==> config.mk <==
export PLATFORM = sky130hd
export DESIGN_NAME = alr_div_cell
export DESIGN_NICKNAME = d
export VERILOG_FILES = /design/src/aspect_locked_resize_defines.svh /design/src/alr_pkg.sv /design/src/alr_div_cell.sv
export SDC_FILE = /design/constraint.sdc
export NUM_CORES = 1
export LEC_CHECK = 0
export BUFFER_PORTS_ARGS = -buffer_cell sky130_fd_sc_hd__clkbuf_2
export CORE_AREA = 2 2 249 251
export CTS_CLUSTER_SIZE = 30
export DETAILED_ROUTE_END_ITERATION = 7
export DIE_AREA = 0 0 251 253
export HOLD_SLACK_MARGIN = 0.12
export PLACE_DENSITY_LB_ADDON = 0.15
export SLEW_MARGIN = 10
export SYNTH_ARGS = -nofsm -noshare
export SYNTH_HDL_FRONTEND = slang
export SYNTH_SLANG_ARGS = --single-unit
==> constraint.sdc <==
create_clock -name clk_i -period 1 [get_ports clk_i]
set_input_delay 0.1 -clock clk_i [delete_from_list [all_inputs] [get_ports clk_i]]
set_output_delay 0.1 -clock clk_i [all_outputs]
set_load 0.1 [all_outputs]
==> src/aspect_locked_resize_defines.svh <==
`ifndef ASPECT_LOCKED_RESIZE_DEFINES_SVH
`define ASPECT_LOCKED_RESIZE_DEFINES_SVH

// property checked on every clock edge out of reset
`define ALR_CHECK(lbl, prop) \
  lbl: assert property (@(posedge clk_i) disable iff (!rst_ni) (prop)) \
    else $error("aspect_locked_resize check failed");

// condition in one cycle implies another in the next cycle
`define ALR_NEXT(lbl, cond, nxt) \
  lbl: assert property (@(posedge clk_i) disable iff (!rst_ni) (cond) |=> (nxt)) \
    else $error("aspect_locked_resize sequence check failed");

`endif

==> src/alr_pkg.sv <==
package alr_pkg;

  localparam int CoordBits  = 16;
  localparam int ThBits     = 12;
  localparam int RatioBits  = 16;
  localparam int DenBits    = RatioBits + 1;
  localparam int ProdBits   = CoordBits + RatioBits;
  localparam int NumBits    = ProdBits + 2;
  localparam int ExtBits    = NumBits + 3;
  localparam int OutBits    = 32;
  localparam int CfgIdxBits = 2;
  localparam int CfgBits    = 16;
  localparam int EdgeBits   = 4;

  typedef enum logic [EdgeBits-1:0] {
    EDGE_NONE = 4'd0,
    EDGE_L    = 4'd1,
    EDGE_R    = 4'd2,
    EDGE_T    = 4'd3,
    EDGE_B    = 4'd4,
    EDGE_TL   = 4'd5,
    EDGE_TR   = 4'd6,
    EDGE_BL   = 4'd7,
    EDGE_BR   = 4'd8
  } alr_edge_e;

  typedef enum logic [CfgIdxBits-1:0] {
    REG_TITLE_H   = 2'd0,
    REG_CONTENT_W = 2'd1,
    REG_CONTENT_H = 2'd2
  } alr_reg_e;

  typedef struct packed {
    logic signed [CoordBits-1:0] l;
    logic signed [CoordBits-1:0] t;
    logic signed [CoordBits-1:0] r;
    logic signed [CoordBits-1:0] b;
    logic [EdgeBits-1:0]         edg;
    logic [CoordBits-1:0]        w;
    logic [CoordBits-1:0]        h;
    logic [ThBits-1:0]           th;
  } alr_item_t;

  typedef struct packed {
    logic [NumBits-1:0] num;
    logic [NumBits-1:0] quo;
    logic [DenBits-1:0] den;
    logic [DenBits-1:0] rem;
  } alr_div_t;

  typedef struct packed {
    logic      vld;
    alr_item_t item;
    alr_div_t  dh;
    alr_div_t  dw;
  } alr_lane_t;

  function automatic alr_div_t alr_div_step(alr_div_t d);
    alr_div_t         o;
    logic [DenBits:0] trial;
    logic [DenBits:0] diff;
    logic             ge;
    trial = {d.rem, d.num[NumBits-1]};
    diff  = trial - {1'b0, d.den};
    ge    = (trial >= {1'b0, d.den});
    o.den = d.den;
    o.num = {d.num[NumBits-2:0], 1'b0};
    o.quo = {d.quo[NumBits-2:0], ge};
    o.rem = ge ? diff[DenBits-1:0] : trial[DenBits-1:0];
    return o;
  endfunction

  function automatic logic signed [ExtBits-1:0] alr_half(logic signed [ExtBits-1:0] x);
    logic signed [ExtBits-1:0] s;
    s = x + $signed({{(ExtBits-1){1'b0}}, x[ExtBits-1]});
    return s >>> 1;
  endfunction

  function automatic logic signed [OutBits-1:0] alr_sat(logic signed [ExtBits-1:0] x);
    logic signed [ExtBits-1:0] hi;
    logic signed [ExtBits-1:0] lo;
    hi = $signed({{(ExtBits-OutBits+1){1'b0}}, {(OutBits-1){1'b1}}});
    lo = $signed({{(ExtBits-OutBits+1){1'b1}}, {(OutBits-1){1'b0}}});
    if (x > hi) begin
      return hi[OutBits-1:0];
    end else if (x < lo) begin
      return lo[OutBits-1:0];
    end
    return x[OutBits-1:0];
  endfunction

endpackage

==> src/alr_div_cell.sv <==
module alr_div_cell
  import alr_pkg::*;
(
  input  logic      clk_i,
  input  logic      rst_ni,
  input  logic      en_i,
  input  alr_lane_t lane_i,
  output alr_lane_t lane_o
);

  logic      vld_q;
  alr_lane_t data_q;

  always_ff @(posedge clk_i or negedge rst_ni) begin
    if (!rst_ni) begin
      vld_q <= 1'b0;
    end else if (en_i) begin
      vld_q <= lane_i.vld;
    end
  end

  always_ff @(posedge clk_i) begin
    if (en_i) begin
      data_q.vld  <= lane_i.vld;
      data_q.item <= lane_i.item;
      data_q.dh   <= alr_div_step(lane_i.dh);
      data_q.dw   <= alr_div_step(lane_i.dw);
    end
  end

  always_comb begin
    lane_o     = data_q;
    lane_o.vld = vld_q;
  end

endmodule

* Yosys cells after proc, flatten, opt, wreduce, memory -nomap -nowiden
Index checks and enable logic that the tools add are counted.
** Word-level totals
- Register bits :: 315
- Output and inout port bits :: 317
- Logic and storage cells :: 23
** Cells by class
- Add/sub/neg operators :: 2
- Magnitude comparators :: 2
- Multiplexer cells :: 2
** Operators by type and width (count)
- $ge A18 B17 Y1 :: 2
- $mux W17 :: 2
- $sub A17 B17 Y17 :: 2

* Logic depth before layout (Yosys ltp)
Gate-level depths: netlist (run 1).
- Word-level depth :: 2
- Gate-level depth with buffers :: 13
- Depth with buffers taken out :: 11

* Worst setup path after synthesis (run 1)
No wires, ideal clock.
- Path type :: input-to-reg
- Start :: input lane_i[203] (netlist bit)
- End :: register data_q (netlist bit lane_o[111]), data pin
- Data arrival time :: 2405 ps
- Slack :: -1665 ps
- Cell stages on the path :: 13
- Path buffers :: 2
- Cell sequence :: inv_1 ha_1 inv_1 fa_1 a21o_1 a31oi_1 nor3_1 or4_4 buf_6 nand2_4 inv_4 buf_8 mux2_4
** Between the ends
- Cells in the longest elaborated chain, start to end :: 2
** Ends and longest elaborated chain
- start: declaration :: line alr_div_cell.sv:7 : input alr_lane_t lane_i,
- $sub A17 B17 Y17 or $ge A18 B17 Y1 (tied branches) :: line alr_pkg.sv:64, alr_pkg.sv:65
- $mux W17 * :: line alr_pkg.sv:69 : o.rem = ge ? diff[DenBits-1:0] : trial[DenBits-1:0];
- end: declaration :: line alr_div_cell.sv:12 : alr_lane_t data_q;
Every way passes the cells marked *; elsewhere a longest branch is shown, timed or not.
A chain may end at the register's enable or synchronous reset.

* Worst setup path in the final report (run 1)
- Start :: input lane_i[203] (netlist bit)
- End :: register data_q (netlist bit lane_o[112]), data pin
The elaborated chain is that of the path after synthesis.

==> impl_metrics.prom, run 1 <==
# TYPE chip_impl_metric gauge
chip_impl_metric{name="core",unit="sq mm"} 0.0610
chip_impl_metric{name="clock_tree.buffer_depth",unit=""} 3
chip_impl_metric{name="cp.required",unit="ns"} 1.30
chip_impl_metric{name="power.combinational.fraction",unit=""} 0.371
chip_impl_metric{name="detailedRoute.firstIterationViolations",unit=""} 326
chip_impl_metric{name="grt_pass1_vias",unit=""} 10866
chip_impl_metric{name="setup.reg_to_reg.worst_slack",unit="ns"} 0.20
chip_impl_metric{name="placement_rows",unit=""} 91
chip_impl_metric{name="synth_warnings",unit=""} 0
chip_impl_metric{name="ir_drop",unit="mV"} 1.32
chip_impl_metric{name="internal_power",unit="uW"} 30800
chip_impl_info{name="sink_of_the_worst_hold_path",value="lane_o[17]"} 1
chip_impl_metric{name="avgSynthCellArea",unit="sq um"} 18.2
chip_impl_metric{name="clock_latency",unit="ns"} 0.55
chip_impl_metric{name="detailroute.via_count",unit=""} 10103
chip_impl_metric{name="dieHeight",unit="microns"} 253
chip_impl_metric{name="setup_viol",unit=""} 351
chip_impl_info{name="worst_hold_startpoint",value="lane_i[17]"} 1
chip_impl_metric{name="final_core_util",unit=""} 0.437
chip_impl_metric{name="totalWireLength",unit="microns"} 49300
chip_impl_info{name="critical_path.startpoint_type",value="primary input"} 1
chip_impl_metric{name="clk_pin_slew_worst_paths",unit="ns"} 0.06
chip_impl_metric{name="ys_async_sr_fraction",unit=""} 0.00317
chip_impl_metric{name="grt_use_total",unit=""} 0.150
chip_impl_metric{name="timing.critical_path.fanout_max",unit=""} 12
chip_impl_info{name="clk_root_buffer_cell",value="clkbuf_16"} 1
chip_impl_metric{name="max_freq",unit="MHz"} 531
chip_impl_metric{name="seq_power_share",unit=""} 0.348
chip_impl_metric{name="dp.final_hpwl",unit="microns"} 38900
chip_impl_metric{name="die_area",unit="sq mm"} 0.0635
chip_impl_metric{name="drive_gt1_frac",unit=""} 0.501
chip_impl_metric{name="timing.final.crit_period",unit="ns"} 1.88
chip_impl_metric{name="synth-edff-count",unit=""} 314
chip_impl_metric{name="worst_pin_slew",unit="ns"} 0.666
chip_impl_metric{name="area_delta_synth_final",unit="%"} 125
chip_impl_info{name="criticalPathCategory",value="primary input to flop"} 1
chip_impl_metric{name="pin_count",unit=""} 637
chip_impl_metric{name="die_x",unit="microns"} 251
chip_impl_metric{name="max_slew_headroom",unit=""} 0.555
chip_impl_metric{name="postSynthRegisterBits",unit=""} 315
chip_impl_metric{name="gp_routability_congestion",unit=""} 0.830
chip_impl_metric{name="io_buffer_count",unit=""} 632
chip_impl_metric{name="yosysTopAreaCellShare",unit=""} 0.795
chip_impl_metric{name="htree_num_levels",unit=""} 2
chip_impl_metric{name="max_cap_violations",unit=""} 0
chip_impl_metric{name="net-switching-power",unit="uW"} 17800
chip_impl_metric{name="timing.final.crit_share",unit=""} 1.88
chip_impl_info{name="crit_path_cell_trace",value="clkbuf_16, inv_12, ha_4, inv_2, fa_2, a21o_1, a31oi_4, nor3_4, or4_4, nand2_4, inv_8, mux2_4"} 1
chip_impl_metric{name="synth_seq_area_share",unit=""} 0.797
chip_impl_info{name="violations",value="hold timing, setup timing"} 1
chip_impl_metric{name="share_clk_of_total_power",unit=""} 0.281
chip_impl_metric{name="drt_drc_violations_left",unit=""} 0
chip_impl_metric{name="setup_slack",unit="ns"} -0.882
chip_impl_metric{name="leakage",unit="uW"} 0.0113
chip_impl_metric{name="finish.net_count",unit=""} 2144
chip_impl_metric{name="fin_worst_hold_slack",unit="ns"} -0.199
chip_impl_metric{name="timing.critical_path.arrival",unit="ns"} 2.19
chip_impl_info{name="critical_path.reg2reg.startpoint",value="vld_q"} 1
chip_impl_info{name="synth_top_flop_cell",value="edfxtp_1"} 1
chip_impl_metric{name="synthesized_cell_area",unit="sq mm"} 0.0119
chip_impl_info{name="grt_setup_unrepaired",value="yes"} 1
chip_impl_metric{name="initial_core_util",unit=""} 0.194
chip_impl_metric{name="grt_max_degree",unit=""} 38
chip_impl_info{name="largest_cells_by_area_after_synthesis",value="edfxtp_1 79%, ha_1 3.6%, mux2_2 1.9%"} 1
chip_impl_info{name="hold_path_class",value="primary input to flop"} 1
chip_impl_metric{name="cts-buffers-inserted",unit=""} 40
chip_impl_metric{name="power_per_cell_area",unit="mW/mm^2"} 1820
chip_impl_info{name="status",value="complete, but fails checks"} 1
chip_impl_metric{name="avg_wl_per_cell",unit="microns"} 18.9
chip_impl_metric{name="number_of_antenna_violations_at_the_first_check_in_global_routing",unit=""} 3
chip_impl_metric{name="drt.antenna.violating_nets",unit=""} 0
chip_impl_metric{name="pwr_total",unit="uW"} 48500
chip_impl_metric{name="tritoncts_num_sinks",unit=""} 315
chip_impl_metric{name="postSynthCellCount",unit=""} 652
chip_impl_metric{name="finalMaxSlewViolations",unit=""} 0
chip_impl_metric{name="drt_first_pass_iters",unit=""} 5
chip_impl_metric{name="swShare",unit=""} 0.366
chip_impl_metric{name="critical_path.max_stage_delay",unit="ns"} 0.51
chip_impl_metric{name="drt_via_density",unit=""} 3.87
chip_impl_info{name="cell_taking_the_most_area_after_synthesis",value="edfxtp_1"} 1
chip_impl_info{name="cts_tree",value="done"} 1
chip_impl_info{name="endpoint_kind",value="flop"} 1
chip_impl_metric{name="grt_first_pass_wirelength",unit="microns"} 70800
chip_impl_info{name="regToRegEndpoint",value="vld_q"} 1
chip_impl_metric{name="grt_overflow_total",unit=""} 0
chip_impl_metric{name="timing.hold.worst_path_depth",unit=""} 1
chip_impl_metric{name="post_synth_num_cell_types",unit=""} 60
chip_impl_metric{name="worst_clock_skew",unit="ns"} 0
chip_impl_metric{name="worst_r2r_path_depth",unit=""} 1
chip_impl_metric{name="final_hold_viol_count",unit=""} 3
chip_impl_info{name="crit_slowest_cell",value="or4_4"} 1
## layer usage
metal	track usage	up-vias	routed length (microns)
li1	-	4811	-
met2	0.277	373	26300
met4	0.0505	4	1420
met5	0	-	21
met3	0.0503	75	3740
met1	0.161	4840	17800
## stage by stage
step                TNS [ns]  setup WS (ns)  area, sq um  instances
CTS                  -210.46         -0.837        26500       2606
detailed placement    -51.11          -1.57        22100       2214
floorplan             -43.68          -1.49        12000        653
global route         -126.38         -0.908        26700       2608
finish               -107.02         -0.882        26700       2610
global placement      -50.31          -1.54        22100       2214
## power by group through the flow
stage | logic [uW] | registers, uW | clock network (uW)
after floorplan | 1550 | 24800 | 0
after global placement | 16800 | 17200 | 0
after detailed placement | 16800 | 17200 | 0
after CTS | 18000 | 16900 | 14200
after global routing | 18600 | 17000 | 14700
final | 18000 | 16900 | 13600
## logic make-up after synthesis
| logic type | after synthesis | synth area share |
|---|---|---|
| compound gates | 123 | 0.0691 |
| xor+xnor | 22 | 0.0162 |
| fa+ha+maj | 36 | 0.0392 |
| buf+inv | 60 | 0.0226 |
| flops | 315 | 0.797 |
| mux | 25 | 0.0245 |
| other cells | 1 | 0.000316 |
| simple gates | 70 | 0.0313 |
## cells in the final DEF (no fill, tap or decap), drive strengths merged, types with 4 or more instances in the layout
cell,netlist,final
xnor2,15,15
inv,45,47
o211ai,5,5
o31ai,7,7
o21ai,23,23
nor2,10,10
a21o,16,16
edfxtp,314,314
xor2,7,7
a21oi,38,38
o21a,4,4
nor3,6,6
dlygate4sd3,0,314
nand2,20,20
o21bai,4,4
buf,8,477
ha,34,34
clkinv,0,19
nand4,4,4
clkbuf,7,363
nor2b,6,6
mux2,23,23
a211oi,4,4
nand3,7,7
## timing repair
| action | in CTS | in global routing |
|---|---|---|
| setup buffers | 5 | 3 |
| gates resized for setup | 21 | 30 |
| hold endpoints to repair | 386 | 16 |
| gates cloned | 1 | 0 |
| pin swaps | 12 | 10 |
| hold buffers | 315 | 1 |
| setup endpoints to repair | 351 | 654 |
## sequential cells by signal, summed over array words and instances, names as in the netlist
| register | cells |
|---|---|
| lane_o | 314 |
| vld_q | 1 |
## worst max-delay path, delay by kind of cell
family / cells / cell delay [ns]
and+or+nand+nor: 3 / 0.68
adders and majority gates: 2 / 0.45
AOI/OAI and AO/OA: 2 / 0.39
muxes: 1 / 0.29
buffers and inverters: 4 / 0.27
## Yosys cell counts, types with 5 or more instances
| library cell | n |
|---|---|
| nor2_1 | 10 |
| mux2_2 | 20 |
| o21ai_0 | 23 |
| inv_1 | 44 |
| xor2_1 | 7 |
| xnor2_1 | 15 |
| o31ai_1 | 7 |
| o211ai_1 | 5 |
| nand3_1 | 7 |
| ha_1 | 34 |
| edfxtp_1 | 314 |
| a21o_1 | 15 |
| clkbuf_1 | 7 |
| nand2_1 | 19 |
| a21oi_1 | 38 |
| nor2b_1 | 6 |
| nor3_1 | 6 |
## area by class of cell
type                            instances  area, sq um
Sequential cell                       315         9450
Clock buffer                           47         1030
Multi-Input combinational cell        278         2380
Antenna cell                            3         7.51
Inverter                               45          201
Tap cell                              790          988
Fill cell                            5525        34300
Clock inverter                         24          181
Timing Repair Buffer                 1108        12500
## worst max path at each step
stage	depth (start not counted)	slack [ns]	to	startpoint
2_1_floorplan	13	-1.49	lane_o[111]	lane_i[203]
3_3_place_gp	12	-1.54	lane_o[112]	lane_i[203]
3_5_place_dp	12	-1.57	lane_o[112]	lane_i[203]
4_1_cts	12	-0.84	lane_o[112]	lane_i[203]
5_1_grt	12	-0.91	lane_o[117]	lane_i[203]
6_report	12	-0.88	lane_o[112]	lane_i[203]
(Power assumes the default switching activity.)
==> run 2, diff against run 1 <==
--- a/config.mk
+++ b/config.mk
@@ -12,6 +12,7 @@
 export DIE_AREA = 0 0 251 253
 export HOLD_SLACK_MARGIN = 0.12
 export PLACE_DENSITY_LB_ADDON = 0.15
+export REMOVE_ABC_BUFFERS = 1
 export SLEW_MARGIN = 10
 export SYNTH_ARGS = -nofsm -noshare
 export SYNTH_HDL_FRONTEND = slang
==> impl_metrics.prom, run 2 (synthesis results as in run 1) <==
# TYPE chip_impl_metric gauge
chip_impl_info{name="endpoint_kind",value="flop"} 1
chip_impl_metric{name="die_area",unit="sq mm"} 0.0635
chip_impl_metric{name="fin_worst_hold_slack",unit="ns"} 0.105
chip_impl_metric{name="drt_drc_violations_left",unit=""} 0
chip_impl_metric{name="timing.critical_path.arrival",unit="ns"} 2.23
chip_impl_metric{name="max_cap_violations",unit=""} 0
chip_impl_metric{name="post_layout_nonfiller_instances",unit=""} 2636
chip_impl_info{name="status",value="complete, but fails checks"} 1
chip_impl_metric{name="initial_core_util",unit=""} 0.194
chip_impl_metric{name="worst_clock_skew",unit="ns"} 0
chip_impl_metric{name="pwr_total",unit="uW"} 49900
chip_impl_metric{name="timing.critical_path.fanout_max",unit=""} 6
chip_impl_metric{name="use_met2",unit=""} 0.282
chip_impl_metric{name="detailroute.via_count",unit=""} 10193
chip_impl_metric{name="setup_slack",unit="ns"} -0.929
chip_impl_metric{name="finalMaxSlewViolations",unit=""} 0
chip_impl_info{name="cts_tree",value="done"} 1
chip_impl_metric{name="largest_register_ffs",unit=""} 314
chip_impl_info{name="grt_setup_unrepaired",value="yes"} 1
chip_impl_metric{name="grt_overflow_total",unit=""} 0
chip_impl_metric{name="setup_viol",unit=""} 351
chip_impl_metric{name="grt_pass1_vias",unit=""} 10875
chip_impl_metric{name="grt_max_degree",unit=""} 35
chip_impl_metric{name="clock_latency",unit="ns"} 0.54
chip_impl_metric{name="gp_routability_congestion",unit=""} 0.872
chip_impl_info{name="clk_root_buffer_cell",value="clkbuf_16"} 1
chip_impl_metric{name="grt_met1_use",unit=""} 0.166
chip_impl_metric{name="clock_tree.buffer_depth",unit=""} 3
chip_impl_metric{name="grt_first_pass_wirelength",unit="microns"} 71900
chip_impl_metric{name="drt.antenna.violating_nets",unit=""} 0
chip_impl_metric{name="setup_total_negative_slack",unit="ns"} -108.19
chip_impl_metric{name="leakage",unit="uW"} 0.0115
chip_impl_metric{name="tritoncts_num_sinks",unit=""} 315
chip_impl_info{name="critical_path.startpoint_type",value="primary input"} 1
chip_impl_metric{name="finish.net_count",unit=""} 2168
chip_impl_info{name="crit_path_cell_trace",value="buf_8, inv_4, ha_4, inv_2, fa_2, a21o_1, a31oi_4, nor3_4, or4_4, nand2_8, inv_8, mux2_4"} 1
chip_impl_metric{name="met3_usage_in_global_routing",unit=""} 0.0453
chip_impl_metric{name="core",unit="sq mm"} 0.0610
chip_impl_metric{name="grt_use_total",unit=""} 0.153
chip_impl_metric{name="area_of_all_placed_cells_without_fillers",unit="sq mm"} 0.0272
chip_impl_metric{name="timing.final.crit_share",unit=""} 1.93
chip_impl_metric{name="drt_first_pass_iters",unit=""} 4
chip_impl_metric{name="avg_wl_per_cell",unit="microns"} 19.3
chip_impl_info{name="final_common_cell",value="buf_12"} 1
chip_impl_metric{name="drive_gt1_frac",unit=""} 0.511
chip_impl_info{name="violations",value="setup timing"} 1
chip_impl_metric{name="placement_rows",unit=""} 91
chip_impl_metric{name="dpl.cell_count",unit=""} 2220
chip_impl_metric{name="cts-buffers-inserted",unit=""} 39
chip_impl_metric{name="max_freq",unit="MHz"} 518
chip_impl_metric{name="dp.final_hpwl",unit="microns"} 39400
chip_impl_metric{name="critical_path.max_stage_delay",unit="ns"} 0.54
chip_impl_info{name="criticalPathCategory",value="primary input to flop"} 1
chip_impl_metric{name="number_of_antenna_violations_at_the_first_check_in_global_routing",unit=""} 9
chip_impl_metric{name="final_hold_viol_count",unit=""} 0
chip_impl_metric{name="pin_count",unit=""} 637
chip_impl_info{name="grt.busiest_layer",value="met2"} 1
chip_impl_metric{name="die_x",unit="microns"} 251
chip_impl_metric{name="power_per_cell_area",unit="mW/mm^2"} 1830
chip_impl_metric{name="htree_num_levels",unit=""} 2
chip_impl_metric{name="clk_pin_slew_worst_paths",unit="ns"} 0.06
chip_impl_info{name="hold_path_class",value="primary input to flop"} 1
chip_impl_metric{name="fillers",unit=""} 5502
chip_impl_info{name="final_cell_mix",value="323 x buf_12, 317 x dlygate4sd3_1, 314 x edfxtp_1, 312 x clkbuf_2, 150 x buf_4"} 1
chip_impl_metric{name="ir_drop",unit="mV"} 1.32
chip_impl_metric{name="detailedRoute.firstIterationViolations",unit=""} 414
chip_impl_info{name="crit_slowest_cell",value="or4_4"} 1
chip_impl_metric{name="totalWireLength",unit="microns"} 50900
chip_impl_metric{name="placed_area",unit="sq mm"} 0.0220
chip_impl_metric{name="dieHeight",unit="microns"} 253
chip_impl_metric{name="cp.required",unit="ns"} 1.30
chip_impl_metric{name="timing.final.crit_period",unit="ns"} 1.93
chip_impl_metric{name="io_buffer_count",unit=""} 632
chip_impl_metric{name="drt_via_density",unit=""} 3.87
chip_impl_metric{name="area_delta_synth_final",unit="%"} 129
[run 2: cell types whose count changed in the layout (fill, tap and decap cells not counted), sizes merged]
cell,before,now
diode,3,4
dlygate4sd3,314,317
clkinv,19,15
buf,477,498
dlymetal6s2s,1,0
inv,47,46
bufinv,2,6
dlymetal6s4s,0,1
clkbuf,363,364
clkinvlp,1,2
[run 2: path summary, 6_finish.rpt]
check                                 start     endpoint  slack [ns]  cells past startpoint
worst max-delay path            lane_i[203]  lane_o[112]       -0.93                     12
worst min-delay path              lane_i[0]    lane_o[1]        0.11                      3
worst max register to register        vld_q        vld_q        0.22                      1
worst min register to register        vld_q        vld_q        0.58                      1
max in group asynchronous            rst_ni        vld_q        0.48                      3
min in group asynchronous            rst_ni        vld_q        0.41                      3
[run 2: timing repair]
action,CTS,global route
resized for setup,55,41
hold buffers,317,1
setup endpoints to repair,351,464
hold endpoints to repair,346,3
gates cloned,2,7
pin swaps,16,15
buffers inserted,11,8
[run 2: layer usage]
| layer | routed length [microns] | share of wire |
|---|---|---|
| met5 | 51 | 0.0010 |
| met1 | 19000 | 0.37 |
| met4 | 1450 | 0.029 |
| met2 | 26900 | 0.53 |
| met3 | 3460 | 0.068 |
[run 2: where the power goes]
| part | internal (uW) | switching (uW) |
|---|---|---|
| registers | 16000 | 953 |
| clock network | 8770 | 5880 |
| logic | 7140 | 11100 |
| total | 31900 | 18000 |
[run 2: final cells by class]
type	instances	area [sq um]	area share
clock buffer	48	1010	0.0371
timing repair inverter	1	11.3	0.000414
timing repair buffer	1132	12800	0.471
inverter	45	181	0.00667
clock inverter	23	293	0.0108
sequential	315	9450	0.348
tap	790	988	0.0364
antenna	4	10.0	0.000368
multi-input combinational	278	2440	0.0898
[run 2: stage by stage]
step / utilization / setup slack [ns]
3_3_place_gp: 0.361 / -1.68
4_1_cts: 0.439 / -0.885
3_5_place_dp: 0.361 / -1.68
6_report: 0.445 / -0.929
5_1_grt: 0.445 / -0.955
2_1_floorplan: - / -1.52
[run 2: worst max-delay path: cells and delay by family]
family          cells  cell delay (ns)
simple gates        3             0.72
fa+ha+maj           2             0.46
buf+inv             4             0.22
mux                 1             0.29
compound gates      2             0.42
==> run 3, diff against run 2 <==
==> constraint.sdc (replaced) <==
create_clock -name clk_i -period 2.2 [get_ports clk_i]
set_input_delay 0.22 -clock clk_i [delete_from_list [all_inputs] [get_ports clk_i]]
set_output_delay 0.22 -clock clk_i [all_outputs]
set_load 0.1 [all_outputs]
==> impl_metrics.prom, run 3 (synthesis results as in run 1) <==
# TYPE chip_impl_metric gauge
chip_impl_metric{name="io_buffer_count",unit=""} 632
chip_impl_info{name="hold_path_class",value="primary input to flop"} 1
chip_impl_metric{name="final-seq-area",unit="sq mm"} 0.00945
chip_impl_info{name="grt_setup_unrepaired",value="no"} 1
chip_impl_metric{name="clock_tree.buffer_depth",unit=""} 3
chip_impl_info{name="clk_root_buffer_cell",value="clkbuf_16"} 1
chip_impl_metric{name="tritoncts_num_sinks",unit=""} 315
chip_impl_metric{name="area_used_by_multi_input_combinational_logic",unit="sq mm"} 0.00218
chip_impl_info{name="final_cell_mix",value="631 x clkbuf_2, 314 x dlygate4sd3_1, 314 x edfxtp_1, 126 x buf_4, 44 x inv_1"} 1
chip_impl_metric{name="avg_wl_per_cell",unit="microns"} 17.9
chip_impl_metric{name="grt_overflow_total",unit=""} 0
chip_impl_metric{name="gp_routability_congestion",unit=""} 0.826
chip_impl_metric{name="max_cap_violations",unit=""} 0
chip_impl_metric{name="timing.critical_path.fanout_max",unit=""} 11
chip_impl_metric{name="placed_area",unit="sq mm"} 0.0170
chip_impl_metric{name="met3_usage_in_global_routing",unit=""} 0.0433
chip_impl_info{name="critical_path.reg2reg.startpoint",value="vld_q"} 1
chip_impl_metric{name="finalMaxSlewViolations",unit=""} 0
chip_impl_metric{name="grt_use_total",unit=""} 0.139
chip_impl_info{name="cts_tree",value="done"} 1
chip_impl_info{name="criticalPathCategory",value="primary input to flop"} 1
chip_impl_metric{name="fillers",unit=""} 6126
chip_impl_metric{name="fin_worst_hold_slack",unit="ns"} 0.164
chip_impl_metric{name="worst_clock_skew",unit="ns"} 0
chip_impl_metric{name="totalWireLength",unit="microns"} 46100
chip_impl_metric{name="die_x",unit="microns"} 251
chip_impl_metric{name="htree_num_levels",unit=""} 2
chip_impl_metric{name="die_area",unit="sq mm"} 0.0635
chip_impl_metric{name="worst_r2r_path_depth",unit=""} 1
chip_impl_info{name="status",value="completed"} 1
chip_impl_metric{name="grt_pass1_vias",unit=""} 10575
chip_impl_metric{name="placement_rows",unit=""} 91
chip_impl_metric{name="timing.final.crit_period",unit="ns"} 2.12
chip_impl_info{name="worst_hold_startpoint",value="lane_i[107]"} 1
chip_impl_metric{name="use_met2",unit=""} 0.256
chip_impl_metric{name="setup.reg_to_reg.worst_slack",unit="ns"} 1.45
chip_impl_metric{name="max_slew_headroom",unit=""} 0.521
chip_impl_metric{name="pin_count",unit=""} 637
chip_impl_metric{name="grt_max_degree",unit=""} 77
chip_impl_metric{name="setup_total_negative_slack",unit="ns"} 0
chip_impl_metric{name="timing.hold.worst_path_depth",unit=""} 4
chip_impl_metric{name="clk_pin_slew_worst_paths",unit="ns"} 0.05
chip_impl_metric{name="largest_register_ffs",unit=""} 314
chip_impl_metric{name="drt_first_pass_iters",unit=""} 5
chip_impl_metric{name="drt_via_density",unit=""} 3.86
chip_impl_metric{name="leakage",unit="uW"} 0.00942
chip_impl_info{name="sink_of_the_worst_hold_path",value="lane_o[108]"} 1
chip_impl_info{name="grt.busiest_layer",value="met2"} 1
chip_impl_info{name="endpoint_kind",value="flop"} 1
chip_impl_metric{name="drive_gt1_frac",unit=""} 0.476
chip_impl_metric{name="dp.final_hpwl",unit="microns"} 35900
chip_impl_metric{name="area_of_all_placed_cells_without_fillers",unit="sq mm"} 0.0214
chip_impl_metric{name="grt_first_pass_wirelength",unit="microns"} 65700
chip_impl_metric{name="cts-buffers-inserted",unit=""} 39
chip_impl_metric{name="power_per_cell_area",unit="mW/mm^2"} 934
chip_impl_metric{name="number_of_antenna_violations_at_the_first_check_in_global_routing",unit=""} 8
chip_impl_metric{name="timing.final.crit_share",unit=""} 0.965
chip_impl_metric{name="core",unit="sq mm"} 0.0610
chip_impl_metric{name="area_delta_synth_final",unit="%"} 80.3
chip_impl_metric{name="drt.antenna.violating_nets",unit=""} 0
chip_impl_metric{name="drt_drc_violations_left",unit=""} 0
chip_impl_metric{name="detailedRoute.firstIterationViolations",unit=""} 418
chip_impl_metric{name="max_freq",unit="MHz"} 471
chip_impl_metric{name="clock_latency",unit="ns"} 0.54
chip_impl_metric{name="final_hold_viol_count",unit=""} 0
chip_impl_metric{name="detailroute.via_count",unit=""} 9950
chip_impl_metric{name="worst_pin_slew",unit="ns"} 0.722
chip_impl_metric{name="grt_met1_use",unit=""} 0.149
chip_impl_metric{name="dieHeight",unit="microns"} 253
chip_impl_metric{name="timing.critical_path.arrival",unit="ns"} 2.41
chip_impl_info{name="regToRegEndpoint",value="vld_q"} 1
chip_impl_metric{name="finish.net_count",unit=""} 2113
chip_impl_info{name="final_common_cell",value="clkbuf_2"} 1
chip_impl_metric{name="setup_viol",unit=""} 0
chip_impl_info{name="critical_path.startpoint_type",value="primary input"} 1
chip_impl_metric{name="ir_drop",unit="mV"} 0.535
chip_impl_metric{name="initial_core_util",unit=""} 0.194
chip_impl_metric{name="cp.required",unit="ns"} 2.49
==> run 3: final cells by class <==
type,instances,share of cell area
multi-input combinational,278,0.102
inverter,45,0.00801
clock inverter,18,0.00895
antenna,4,0.000468
tap,790,0.0462
sequential,315,0.442
timing repair buffer,1078,0.345
clock buffer,50,0.0476
==> run 3: stage by stage <==
stage | total power [uW] | worst slack, ns | std cells | utilization
after CTS | 20300 | 0.0161 | 2573 | 0.350
final | 20000 | 0.0766 | 2578 | 0.351
after global placement | 13400 | -0.560 | 2191 | 0.278
after detailed placement | 13400 | -0.584 | 2191 | 0.278
after floorplan | 11900 | -0.436 | 638 | -
after global routing | 20800 | 0.00981 | 2577 | 0.350
==> run 3: worst max path at each step <==
stage	cells past startpoint	slack (ns)	end	from
detailed placement	12	-0.58	lane_o[112]	lane_i[203]
floorplan	11	-0.44	lane_o[111]	lane_i[203]
global placement	12	-0.56	lane_o[112]	lane_i[203]
finish	9	0.08	lane_o[111]	lane_i[132]
global route	12	0.01	lane_o[14]	lane_i[101]
CTS	12	0.02	lane_o[111]	lane_i[203]
==> run 3: power breakdown <==
group / internal, uW / switching, uW / total (uW)
sequential: 7230 / 157 / 7380
combinational: 1460 / 4910 / 6380
clock: 3630 / 2600 / 6230
==> run 3: routing by layer <==
layer / part of all wire / vias up
met5: 0.0012 / -
li1: - / 4753
met4: 0.028 / 8
met2: 0.52 / 367
met1: 0.37 / 4753
met3: 0.074 / 69
==> run 3: critical path, cell delays in order <==
cell	delay [ns]
dlygate4sd3_1	0.53
clkbuf_2	0.11
inv_1	0.09
ha_4	0.21
a21o_1	0.20
or4_4	0.57
nand2_4	0.09
inv_4	0.08
mux2_4	0.30
==> run 3: what timing repair did <==
| action | in CTS | in global routing |
|---|---|---|
| hold buffers | 314 | 0 |
| gates resized for setup | 0 | 4 |
| setup endpoints to repair | 0 | 12 |
| buffers inserted | 0 | 1 |
| hold endpoints to repair | 335 | 0 |
